## config.mk

```make
export PLATFORM = sky130hd
export DESIGN_NAME = gated_linear_unit_activation
export DESIGN_NICKNAME = d
export VERILOG_FILES = /design/src/rtl/glu_pkg.sv /design/src/rtl/gated_linear_unit_activation.sv
export SDC_FILE = /design/constraint.sdc
export NUM_CORES = 1
export LEC_CHECK = 0
export ABC_AREA = 0
export BUFFER_PORTS_ARGS = -buffer_cell sky130_fd_sc_hd__buf_2
export CAP_MARGIN = 20
export CORE_MARGIN = 2
export CORE_UTILIZATION = 50
export DETAILED_ROUTE_END_ITERATION = 8
export PLACE_DENSITY_LB_ADDON = 0.08
export SYNTH_ARGS = -nofsm -noshare
export SYNTH_HDL_FRONTEND = slang
export SYNTH_SLANG_ARGS = --single-unit
export TNS_END_PERCENT = 50
```

## constraint.sdc

```tcl
create_clock -name clk -period 12.1 [get_ports clk]
set_input_delay 3.63 -clock clk [delete_from_list [all_inputs] [get_ports clk]]
set_output_delay 3.63 -clock clk [all_outputs]
set_load 0.05 [all_outputs]
```

## src/rtl/glu_pkg.sv

```systemverilog
// glu_pkg: widths, constants and the sigmoid breakpoint table shared by the glu files
package glu_pkg;

  localparam int DATA_W     = 16;
  localparam int FRAC_W     = 12;
  localparam int IDX_W      = 4;
  localparam int SEG_FRAC_W = 11;
  localparam int SIG_W      = 13;
  localparam int DELTA_W    = 10;
  localparam int PROD_W     = DELTA_W + SEG_FRAC_W;
  localparam int PRODUCT_W  = DATA_W + SIG_W + 1;
  localparam int TDATA_IN_W = 2 * DATA_W;
  localparam int STAGES     = 7;

  localparam logic [SIG_W-1:0] SIG_ONE = SIG_W'(1) << FRAC_W;

  // sigmoid(k/2) in q.12, rounded half up, k = 0..16
  function automatic logic [SIG_W-1:0] sig_lut(input logic [IDX_W:0] k);
    logic [SIG_W-1:0] v;
    unique case (k)
      5'd0:    v = 13'd2048;
      5'd1:    v = 13'd2550;
      5'd2:    v = 13'd2994;
      5'd3:    v = 13'd3349;
      5'd4:    v = 13'd3608;
      5'd5:    v = 13'd3785;
      5'd6:    v = 13'd3902;
      5'd7:    v = 13'd3976;
      5'd8:    v = 13'd4022;
      5'd9:    v = 13'd4051;
      5'd10:   v = 13'd4069;
      5'd11:   v = 13'd4079;
      5'd12:   v = 13'd4086;
      5'd13:   v = 13'd4090;
      5'd14:   v = 13'd4092;
      5'd15:   v = 13'd4094;
      5'd16:   v = 13'd4095;
      default: v = 13'd4095;
    endcase
    return v;
  endfunction

endpackage

```

## src/rtl/gated_linear_unit_activation.sv

```systemverilog
// gated_linear_unit_activation: pipelined first * sigmoid(gate) in signed q4.12
//
//  channel | direction | tdata fields (low bit first)              | tuser/tlast
//  in_     | slave     | first_value[15:0], gate_value[31:16]      | none
//  out_    | master    | gated_value[15:0]                         | none
//
// seven register stages, stage 0 to stage 6; one item is taken every cycle
// when the output flows.
// each stage has its own valid bit and a stage loads when it is empty or
// its successor moves, so bubbles close up and a stall drops nothing.
// rst_n clears the valid bits only; payload registers are not reset.
module gated_linear_unit_activation (
  input  logic                          clk,
  input  logic                          rst_n,
  input  logic                          in_tvalid,
  output logic                          in_tready,
  input  logic [glu_pkg::TDATA_IN_W-1:0] in_tdata,  // first_value, gate_value
  output logic                          out_tvalid,
  input  logic                          out_tready,
  output logic [glu_pkg::DATA_W-1:0]    out_tdata   // gated_value
);
  import glu_pkg::*;

  logic [STAGES-1:0] vld_r, vld_nxt;
  logic [STAGES-1:0] en;

  // stage 0: raw inputs
  logic signed [DATA_W-1:0] a0_r, g0_r;
  // stage 1: magnitude split into segment and fraction
  logic signed [DATA_W-1:0] a1_r;
  logic                     neg1_r, big1_r;
  logic [IDX_W-1:0]         idx1_r;
  logic [SEG_FRAC_W-1:0]    frac1_r;
  // stage 2: breakpoint and slope
  logic signed [DATA_W-1:0] a2_r;
  logic                     neg2_r, big2_r;
  logic [SIG_W-1:0]         lo2_r;
  logic [DELTA_W-1:0]       d2_r;
  logic [SEG_FRAC_W-1:0]    frac2_r;
  // stage 3: slope times fraction
  logic signed [DATA_W-1:0] a3_r;
  logic                     neg3_r, big3_r;
  logic [SIG_W-1:0]         lo3_r;
  logic [PROD_W-1:0]        prod3_r;
  // stage 4: sigmoid
  logic signed [DATA_W-1:0] a4_r;
  logic [SIG_W-1:0]         s4_r;
  // stage 5: full product
  logic signed [PRODUCT_W-1:0] p5_r;
  // stage 6: output register
  logic [DATA_W-1:0]        q6_r;

  // per-stage load enables, from the output backwards
  always_comb begin
    en[STAGES-1] = !vld_r[STAGES-1] || out_tready;
    for (int i = STAGES - 2; i >= 0; i--) begin
      en[i] = !vld_r[i] || en[i+1];
    end
  end

  always_comb begin
    vld_nxt = vld_r;
    if (en[0]) vld_nxt[0] = in_tvalid;
    for (int i = 1; i < STAGES; i++) begin
      if (en[i]) vld_nxt[i] = vld_r[i-1];
    end
  end

  always_ff @(posedge clk) begin
    if (!rst_n) begin
      vld_r <= '0;
    end else begin
      vld_r <= vld_nxt;
    end
  end

  // stage 1 logic
  logic signed [DATA_W:0] gx;
  logic [DATA_W:0]        mag1;
  assign gx   = {g0_r[DATA_W-1], g0_r};
  assign mag1 = g0_r[DATA_W-1] ? unsigned'(-gx) : unsigned'(gx);

  // stage 2 logic
  logic [SIG_W-1:0] lo_c, hi_c;
  assign lo_c = sig_lut({1'b0, idx1_r});
  assign hi_c = sig_lut({1'b0, idx1_r} + (IDX_W+1)'(1));

  // stage 4 logic
  logic [PROD_W-1:0] interp_full;
  logic [SIG_W-1:0]  s_pos, s_mag, s_fin;
  assign interp_full = (prod3_r + (PROD_W'(1) << (SEG_FRAC_W - 1))) >> SEG_FRAC_W;
  assign s_pos = lo3_r + SIG_W'(interp_full);
  assign s_mag = big3_r ? SIG_ONE : s_pos;
  assign s_fin = neg3_r ? SIG_ONE - s_mag : s_mag;

  // stage 6 logic: round half away from zero, then saturate
  logic [PRODUCT_W-1:0]        pmag, rsum;
  logic [PRODUCT_W-FRAC_W-1:0] rmag;
  logic signed [PRODUCT_W-FRAC_W:0] qs;
  logic [DATA_W-1:0]           q_sat;
  localparam logic signed [PRODUCT_W-FRAC_W:0] QMAX =
    (PRODUCT_W-FRAC_W+1)'((1 << (DATA_W - 1)) - 1);
  localparam logic signed [PRODUCT_W-FRAC_W:0] QMIN = -QMAX - 1;

  always_comb begin
    pmag = p5_r[PRODUCT_W-1] ? unsigned'(-p5_r) : unsigned'(p5_r);
    rsum = pmag + (PRODUCT_W'(1) << (FRAC_W - 1));
    rmag = rsum[PRODUCT_W-1:FRAC_W];
    qs   = p5_r[PRODUCT_W-1] ? -$signed({1'b0, rmag}) : $signed({1'b0, rmag});
    if (qs > QMAX) begin
      q_sat = QMAX[DATA_W-1:0];
    end else if (qs < QMIN) begin
      q_sat = QMIN[DATA_W-1:0];
    end else begin
      q_sat = qs[DATA_W-1:0];
    end
  end

  always_ff @(posedge clk) begin
    if (en[0]) begin
      a0_r <= in_tdata[DATA_W-1:0];
      g0_r <= in_tdata[TDATA_IN_W-1:DATA_W];
    end
    if (en[1]) begin
      a1_r    <= a0_r;
      neg1_r  <= g0_r[DATA_W-1];
      big1_r  <= mag1[DATA_W-1];
      idx1_r  <= mag1[SEG_FRAC_W+IDX_W-1:SEG_FRAC_W];
      frac1_r <= mag1[SEG_FRAC_W-1:0];
    end
    if (en[2]) begin
      a2_r    <= a1_r;
      neg2_r  <= neg1_r;
      big2_r  <= big1_r;
      lo2_r   <= lo_c;
      d2_r    <= DELTA_W'(hi_c - lo_c);
      frac2_r <= frac1_r;
    end
    if (en[3]) begin
      a3_r    <= a2_r;
      neg3_r  <= neg2_r;
      big3_r  <= big2_r;
      lo3_r   <= lo2_r;
      prod3_r <= PROD_W'(d2_r) * PROD_W'(frac2_r);
    end
    if (en[4]) begin
      a4_r <= a3_r;
      s4_r <= s_fin;
    end
    if (en[5]) begin
      p5_r <= PRODUCT_W'(a4_r) * $signed({1'b0, s4_r});
    end
    if (en[6]) begin
      q6_r <= q_sat;
    end
  end

  assign in_tready  = en[0];
  assign out_tvalid = vld_r[STAGES-1];
  assign out_tdata  = q6_r;

endmodule

```

==> results.cfg, run 1 <==
[place]
dp_hpwl_mm = 35.7
place.port_buffers = 53
gp_congestion = 0.827

[floorplanning]
start_util = 0.506
dieWidth_um = 218
row_count = 78
ios = 54
dieArea_um2 = 47500
core-area_um2 = 45300
die_h_um = 218

[worst_setup_path]
slowest_delay_ns = 0.27
path_depth = 8
crit_path_end_kind = output pin
required_ns = 8.47
crit_slowest_cell = buf_4
cp-startpoint = out_tready
r2r_cells = 22
r2r_slack_ns = 4.98
path_buf_inv = 3
path_cells = buf_2 -> nor2b_1 -> and3_1 -> and2_1 -> and3_1 -> nand2_1 -> buf_4 -> buf_2
reg2reg_to = p5_r[28]
critical_path_class = input port to output pin
crit_family = simple AND/OR/NAND/NOR gates
path_max_fanout = 33
setup.worst_path.end = in_tready
startpoint_type = input port
worstPathArrival_ns = 5.36
rr_startpoint = s4_r[10]

[logic_synthesis]
synth_edf_count = 230
yosys_warnings = 0
yosys_register_bits = 248
yosys-top-cells-area = edfxtp_1, fa_1, ha_1, inv_1, and2_1
syn_area_per_cell_um2 = 10.4
synthArstFlopShare = 0
synth_area_um2 = 22900
synthTopCellsByCount = inv_1, fa_1, nand2_1, edfxtp_1, ha_1
synthCells = 2196
synth.most_common_cell = inv_1
synth_fp_nets = 2671
ys.flop_type = edfxtp_1
synth_top_area_cell = edfxtp_1
ys_seq_area_frac = 0.317
synth_top_area_share = 0.302
ys_types = 87

[global_route]
grt_pass1_vias = 15900
grt-ovfl-total = 0
grt_max_degree = 58
grt_use_total = 0.204
antenna_found_initial = 0
grt_first_pass_wirelength_mm = 78.4

[run_status]
status = finished clean

[sta]
finalSetupViolCount = 0
fin_crit_sh = 0.743
setup_tns_ns = 0
max-slew-margin-rel = 0.351
grt_setup_unrepaired = no
hold_viol = 0
fmax_ghz = 0.111
skew_ns = 0.0143
fin_crit_ns = 8.99
max_slew.worst_pin.slew_ns = 0.961
slew_violations = 0

[clock_network]
post_cts_resize_count = 0
root_buffer = clkbuf_16
clk_pin_slew_ns = 0.06
clk_latency_ns = 0.57
cts_max_path_buffers = 3
cts_made_buffers = 28
cts-htree-levels = 1
post_cts.repair.setup_buffers = 0
hold_buffers = 0
clkSinkCount = 248
cts_tree = yes

[routing]
dr_total_vias = 15000
drt-total-wl_mm = 46.0
routedWlPerCell_um = 16.3
postRouteAntennaNets = 0
drcViolationCount = 0
drtIter0Drc = 812
avgViaCountPerCell = 5.31
first_pass_iters = 5

[finish]
fin_nets = 2681
n_fill_cell = 4062
n_antenna_cell = 0
multi_input_area_um2 = 13800
syn2layout_area_growth_pct = 7.78
regArea_um2 = 7270
drive_gt1_frac = 0.0651

[flow_run]
max-cap-violations = 0

[hold_path]
hold_class = register to register
-- metal layers --
| metal | routed length [µm] | vias up | GRT usage |
|---|---|---|---|
| li1 | - | 7196 | - |
| met1 | 20200 | 7497 | 0.265 |
| met2 | 23300 | 253 | 0.367 |
| met3 | 1560 | 73 | 0.0213 |
| met4 | 1010 | 0 | 0.0506 |
| met5 | 0 | - | 0 |
-- stage by stage --
stage | setup WS, ns | hold WS, ns | instance area (µm²) | util | instances
2_1_floorplan | 3.16 | 0.386 | 22900 | - | 2196
3_3_place_gp | 3.17 | 0.400 | 23600 | 0.522 | 2774
3_5_place_dp | 3.10 | 0.401 | 23600 | 0.522 | 2774
4_1_cts | 3.10 | 0.414 | 24600 | 0.544 | 2826
5_1_grt | 3.01 | 0.417 | 24700 | 0.545 | 2828
6_report | 3.11 | 0.407 | 24700 | 0.545 | 2828
-- area by class of cell --
cell class                 count  area share
clock inverter                19      0.0107
tap                          600      0.0304
timing repair buffer          62      0.0151
clock buffer                  33      0.0292
sequential                   248       0.295
multi-input combinational   1478       0.561
inverter                     388      0.0590
-- layout by cell type (no fill, tap or decap), drive strengths merged, types with 26 or more instances in the layout --
cell	netlist	final
xnor2	94	94
inv	387	389
clkbuf	74	33
nand2	241	241
and2	150	150
xor2	26	26
a21oi	67	67
nor2	68	68
or3	27	27
nand3	31	31
ha	166	166
o21ai	66	66
nor3	29	29
edfxtp	230	230
fa	273	273
buf	8	62
-- flip-flops by register name, summed over array words and instances (netlist names), 13 cells and up --
register and flops:
a2_r 16, p5_r 30, a3_r 16, a0_r 16
a1_r 16, g0_r 16, a4_r 16, s4_r 13
out_tdata 16
-- logic make-up after synthesis --
logic type | count (synthesis) | synth area share
multiplexers | 7 | 0.00322
AO/OA/AOI/OAI | 276 | 0.0843
AND/OR/NAND/NOR | 636 | 0.141
flip-flops | 248 | 0.317
XOR/XNOR | 120 | 0.0462
buffers and inverters | 470 | 0.0780
adder cells (fa/ha/maj) | 439 | 0.329
-- worst min path at each step --
| stage | from | endpoint | slack (ns) | cells after the start |
|---|---|---|---|---|
| floorplan | lo_c[10] | lo2_r[10] | 0.39 | 0 |
| global placement | lo_c[10] | lo2_r[10] | 0.40 | 0 |
| detailed placement | lo_c[10] | lo2_r[10] | 0.40 | 0 |
| CTS | a1_r[14] | a2_r[14] | 0.41 | 0 |
| global route | lo_c[10] | lo2_r[10] | 0.42 | 0 |
| finish | lo_c[10] | lo2_r[10] | 0.41 | 0 |
Power of run 1 is left out: the tool's default activity adds up to more than one toggle a clock period on the data nets, which glitch-free logic cannot reach.
==> inputs of run 2 (changes only) <==
==> constraint.sdc (replaced) <==
create_clock -name clk -period 7.55 [get_ports clk]
set_input_delay 2.265 -clock clk [delete_from_list [all_inputs] [get_ports clk]]
set_output_delay 2.265 -clock clk [all_outputs]
set_load 0.05 [all_outputs]
==> run 2 against run 1 <==
First-iteration DRC count grew 5.8%. Worst setup slack worse by 2.5 ns. Via count decreased by 0.25%. Clock skew up 0.0057 ns. Core utilization rose by 0.075 points. Count of clock-buffer cells in the layout is 1 lower. Wire length is 2.6% higher. Final cell count up 0.32%. Sequential share of layout area barely moved. Global-route usage increased by 0.65 points.
==> results.cfg, run 2 (synthesized netlist as in run 1, its figures left out) <==
[sta]
hold_viol = 0
fin_crit_sh = 0.919
fmax_ghz = 0.144
max-slew-margin-rel = 0.347
timing.final.ws_setup_ns = 0.615
max_slew.worst_pin.slew_ns = 0.971
grt_setup_unrepaired = no
setup_tns_ns = 0
finalSetupViolCount = 0
skew_ns = 0.0200
fin_crit_ns = 6.94
slew_violations = 0

[place]
dp_cells = 2784
place.port_buffers = 53
place_area_um2 = 23700
place_ws_ns = 0.659
dp_hpwl_mm = 37.4
gp_congestion = 0.849

[run_status]
status = finished clean

[finish]
fin_nets = 2690
syn2layout_area_growth_pct = 7.92
largest_register = p5_r
layout_common_cells = inv_1, fa_1, nand2_1
largest_register_ffs = 30
drive_gt1_frac = 0.0688
layout_commonest_cell = inv_1
n_antenna_cell = 0
fin_area_um2 = 24700
n_fill_cell = 4072
layout.cells.non_filler = 2837

[clock_network]
clkSinkCount = 248
cts_tree = yes
hold_buffers = 0
clk_pin_slew_ns = 0.06
root_buffer = clkbuf_16
post_cts_resize_count = 0
cts_max_path_buffers = 3
clk_latency_ns = 0.58
cts-htree-levels = 1
post_cts.repair.setup_buffers = 0
cts_made_buffers = 28

[floorplanning]
dieWidth_um = 218
ios = 54
start_util = 0.506
die_h_um = 218
row_count = 78
core-area_um2 = 45300
dieArea_um2 = 47500

[global_route]
grt_max_degree = 51
grt_pass1_vias = 15900
antenna_found_initial = 0
grt-ovfl-total = 0
grt_use_total = 0.211
grt_first_pass_wirelength_mm = 80.4

[worst_setup_path]
required_ns = 7.86
crit_path_end_kind = register
startpoint_type = register
worstPathArrival_ns = 7.25
critical_path_class = register to register
path_max_fanout = 16

[routing]
drtIter0Drc = 859
first_pass_iters = 7
postRouteAntennaNets = 0
routedWlPerCell_um = 16.7
drt-total-wl_mm = 47.3
avgViaCountPerCell = 5.28
dr_total_vias = 15000
drcViolationCount = 0

[hold_path]
hold_class = register to register

[flow_run]
max-cap-violations = 0
-- run 2: cell types whose count changed in the layout (fill, tap and decap cells not counted) --
cell	change
buf_16	-1
buf_4	+10
bufinv_16	-1
clkbuf_1	-1
clkinv_1	+1
clkinv_2	-1
clkinv_4	+5
clkinvlp_4	-3
-- run 2: per-layer routing --
layer / track usage / wire length [µm] / up-vias
met3: 0.0211 / 1690 / 62
met1: 0.281 / 20800 / 7414
met5: 0 / 0 / -
met4: 0.0517 / 971 / 0
li1: - / - / 7219
met2: 0.371 / 23800 / 286
-- run 2: area by class of cell --
| cell class | count | area, µm² | share of cell area |
|---|---|---|---|
| Multi-Input combinational cell | 1478 | 13800 | 0.560 |
| Sequential cell | 248 | 7270 | 0.294 |
| Inverter | 388 | 1460 | 0.0589 |
| Clock buffer | 32 | 716 | 0.0290 |
| Timing Repair Buffer | 71 | 420 | 0.0170 |
| Tap cell | 600 | 751 | 0.0304 |
| Clock inverter | 20 | 254 | 0.0103 |
-- run 2: critical path, cell delays in order (launching register included) --
cell,delay [ns]
edfxtp_1,0.71
nand2_1,0.16
fa_1,0.56
inv_1,0.05
fa_1,0.46
fa_1,0.52
fa_1,0.52
fa_1,0.55
inv_1,0.05
fa_1,0.49
inv_1,0.04
ha_1,0.35
a21o_1,0.19
a21oi_1,0.14
o21bai_1,0.10
a21o_1,0.19
a21oi_1,0.14
nor2b_1,0.07
a211o_1,0.32
a2111oi_0,0.60
o41ai_1,0.16
a21oi_1,0.19
xnor2_1,0.10
-- run 2: path summary, 6_finish.rpt --
kind                                from  depth (start not counted)   endpoint  slack (ns)
worst max register to register  s4_r[10]                         22   p5_r[28]        0.61
worst max-delay path            s4_r[10]                         22   p5_r[28]        0.61
worst min-delay path            lo_c[10]                          0  lo2_r[10]        0.39
worst min register to register  lo_c[10]                          0  lo2_r[10]        0.39
-- run 2: metrics by stage --
step	util	hold WS, ns
final	0.546	0.395
after global routing	0.546	0.410
after CTS	0.545	0.402
after detailed placement	0.524	0.394
after global placement	0.524	0.392
after floorplan	-	0.386
Power of run 2 is left out for the same reason.
==> inputs of run 3 (changes only) <==
--- a/config.mk
+++ b/config.mk
@@ -11,6 +11,7 @@
 export CORE_MARGIN = 2
 export CORE_UTILIZATION = 50
 export DETAILED_ROUTE_END_ITERATION = 8
+export GPL_TIMING_DRIVEN = 0
 export PLACE_DENSITY_LB_ADDON = 0.08
 export SYNTH_ARGS = -nofsm -noshare
 export SYNTH_HDL_FRONTEND = slang
==> run 3 against run 2 <==
Highest routed layer unchanged. Critical endpoint unchanged. First-iteration DRC count shrank 5.0%. Sequential share of layout area shrank 0.19 points. Critical path type unchanged. Clock skew shrank 0.0050 ns. Final area grew 0.65%. Wire length grew 1.1%. Global-route usage grew 0.28 points.
==> results.cfg, run 3 (synthesized netlist as in run 1, its figures left out) <==
[sta]
max_slew.worst_pin.slew_ns = 1.13
setup_tns_ns = 0
fin_crit_ns = 7.21
finalSetupViolCount = 0
hold_viol = 0
fin_crit_sh = 0.955
slew_violations = 0
fmax_ghz = 0.139
grt_setup_unrepaired = no
max-slew-margin-rel = 0.236
skew_ns = 0.0150

[flow_run]
max-cap-violations = 0

[global_route]
grt_pass1_vias = 15900
grt-ovfl-total = 0
grt_max_degree = 43
grt_use_total = 0.214
grt_first_pass_wirelength_mm = 80.8
antenna_found_initial = 0

[routing]
drtIter0Drc = 816
routedWlPerCell_um = 16.5
drcViolationCount = 0
avgViaCountPerCell = 5.30
postRouteAntennaNets = 0
drt-total-wl_mm = 47.8
first_pass_iters = 7
dr_total_vias = 15400

[worst_setup_path]
required_ns = 7.86
crit_slowest_cell = fa_1
cpMostUsedCell = fa_1
path_max_fanout = 10
path_cells = clkbuf_1 -> nand2_1 -> fa_1 -> fa_1 -> inv_1 -> fa_1 -> fa_1 -> fa_1 -> inv_1 -> fa_1 -> inv_1 -> ha_1 -> a21o_1 -> a21oi_1 -> o21bai_1 -> a21o_1 -> a21oi_1 -> nor2b_1 -> a211o_1 -> a2111oi_1 -> o41ai_1 -> a21oi_1 -> xnor2_1
crit_family = adder cells
path_buf_inv = 4
worstPathArrival_ns = 7.52
slowest_delay_ns = 0.62
startpoint_type = register
critical_path_class = register to register
crit_path_end_kind = register

[hold_path]
hold_class = register to register

[finish]
layout.cells.non_filler = 2898
drive_gt1_frac = 0.0640
fin_nets = 2757
syn2layout_area_growth_pct = 8.62
largest_register = p5_r
n_fill_cell = 4056
layout_common_cells = inv_1, fa_1, nand2_1
n_antenna_cell = 0
layout_commonest_cell = inv_1
largest_register_ffs = 30

[place]
place.port_buffers = 53
gp_congestion = 0.896
dp_hpwl_mm = 38.6
dp_cells = 2852

[clock_network]
clk_pin_slew_ns = 0.06
cts_made_buffers = 27
cts_tree = yes
clkSinkCount = 248
cts-htree-levels = 1
cts_max_path_buffers = 3
hold_buffers = 0
clk_latency_ns = 0.57
root_buffer = clkbuf_16

[floorplanning]
start_util = 0.506
dieArea_um2 = 47500
ios = 54
core-area_um2 = 45300
die_h_um = 218
row_count = 78
dieWidth_um = 218

[run_status]
status = finished clean
-- run 3: cell count changes in the layout (fill, tap and decap cells not counted), moves of 5 or more --
cell,previous run,this run
clkinv_4,6,1
clkbuf_2,0,5
buf_2,53,58
buf_4,17,0
clkbuf_1,4,72
-- run 3: stage by stage --
stage	hold WS, ns	setup WS [ns]	util	area (µm²)
finish	0.414	0.342	0.549	24900
global route	0.422	0.000901	0.549	24900
CTS	0.415	0.140	0.548	24800
detailed placement	0.396	0.164	0.530	24000
global placement	0.397	0.0146	0.528	23900
floorplan	0.386	1.11	-	22900
-- run 3: area by class of cell --
type                    count  area [µm²]  share of cell area
multi-input cells        1478       13800               0.557
flip-flops and latches    248        7270               0.292
inverters                 388        1460              0.0586
well taps                 600         751              0.0302
clock buffers              32         694              0.0279
repair buffers             57         368              0.0148
plain buffers              82         339              0.0136
clock inverters            13         145             0.00584
-- run 3: timing repair --
action / CTS / global route
endpoints found under the setup margin: 0 / 3
buffers inserted: 0 / 0
resized for setup: 0 / 17
-- run 3: routing by layer --
| layer | global-route usage | routed length (µm) |
|---|---|---|
| met2 | 0.378 | 24100 |
| met4 | 0.0512 | 1060 |
| met1 | 0.281 | 20500 |
| met3 | 0.0248 | 2060 |
| met5 | 0 | 0 |
-- run 3: worst paths after layout --
path / depth (start not counted) / end / slack, ns / from
min: 0 / a4_r[15] / 0.41 / a3_r[15]
min reg2reg: 0 / a4_r[15] / 0.41 / a3_r[15]
max: 23 / p5_r[28] / 0.34 / a4_r[8]
max reg2reg: 23 / p5_r[28] / 0.34 / a4_r[8]
-- run 3: worst register-to-register path, cell delays in order (launching register included) --
cell and delay [ns]:
edfxtp_1 0.50, clkbuf_1 0.51, nand2_1 0.17, fa_1 0.53, fa_1 0.52, inv_1 0.05
fa_1 0.47, fa_1 0.52, fa_1 0.62, inv_1 0.07, fa_1 0.50, inv_1 0.05
ha_1 0.35, a21o_1 0.20, a21oi_1 0.14, o21bai_1 0.09, a21o_1 0.18, a21oi_1 0.13
nor2b_1 0.07, a211o_1 0.31, a2111oi_1 0.56, o41ai_1 0.15, a21oi_1 0.19, xnor2_1 0.10
Power of run 3 is left out for the same reason.
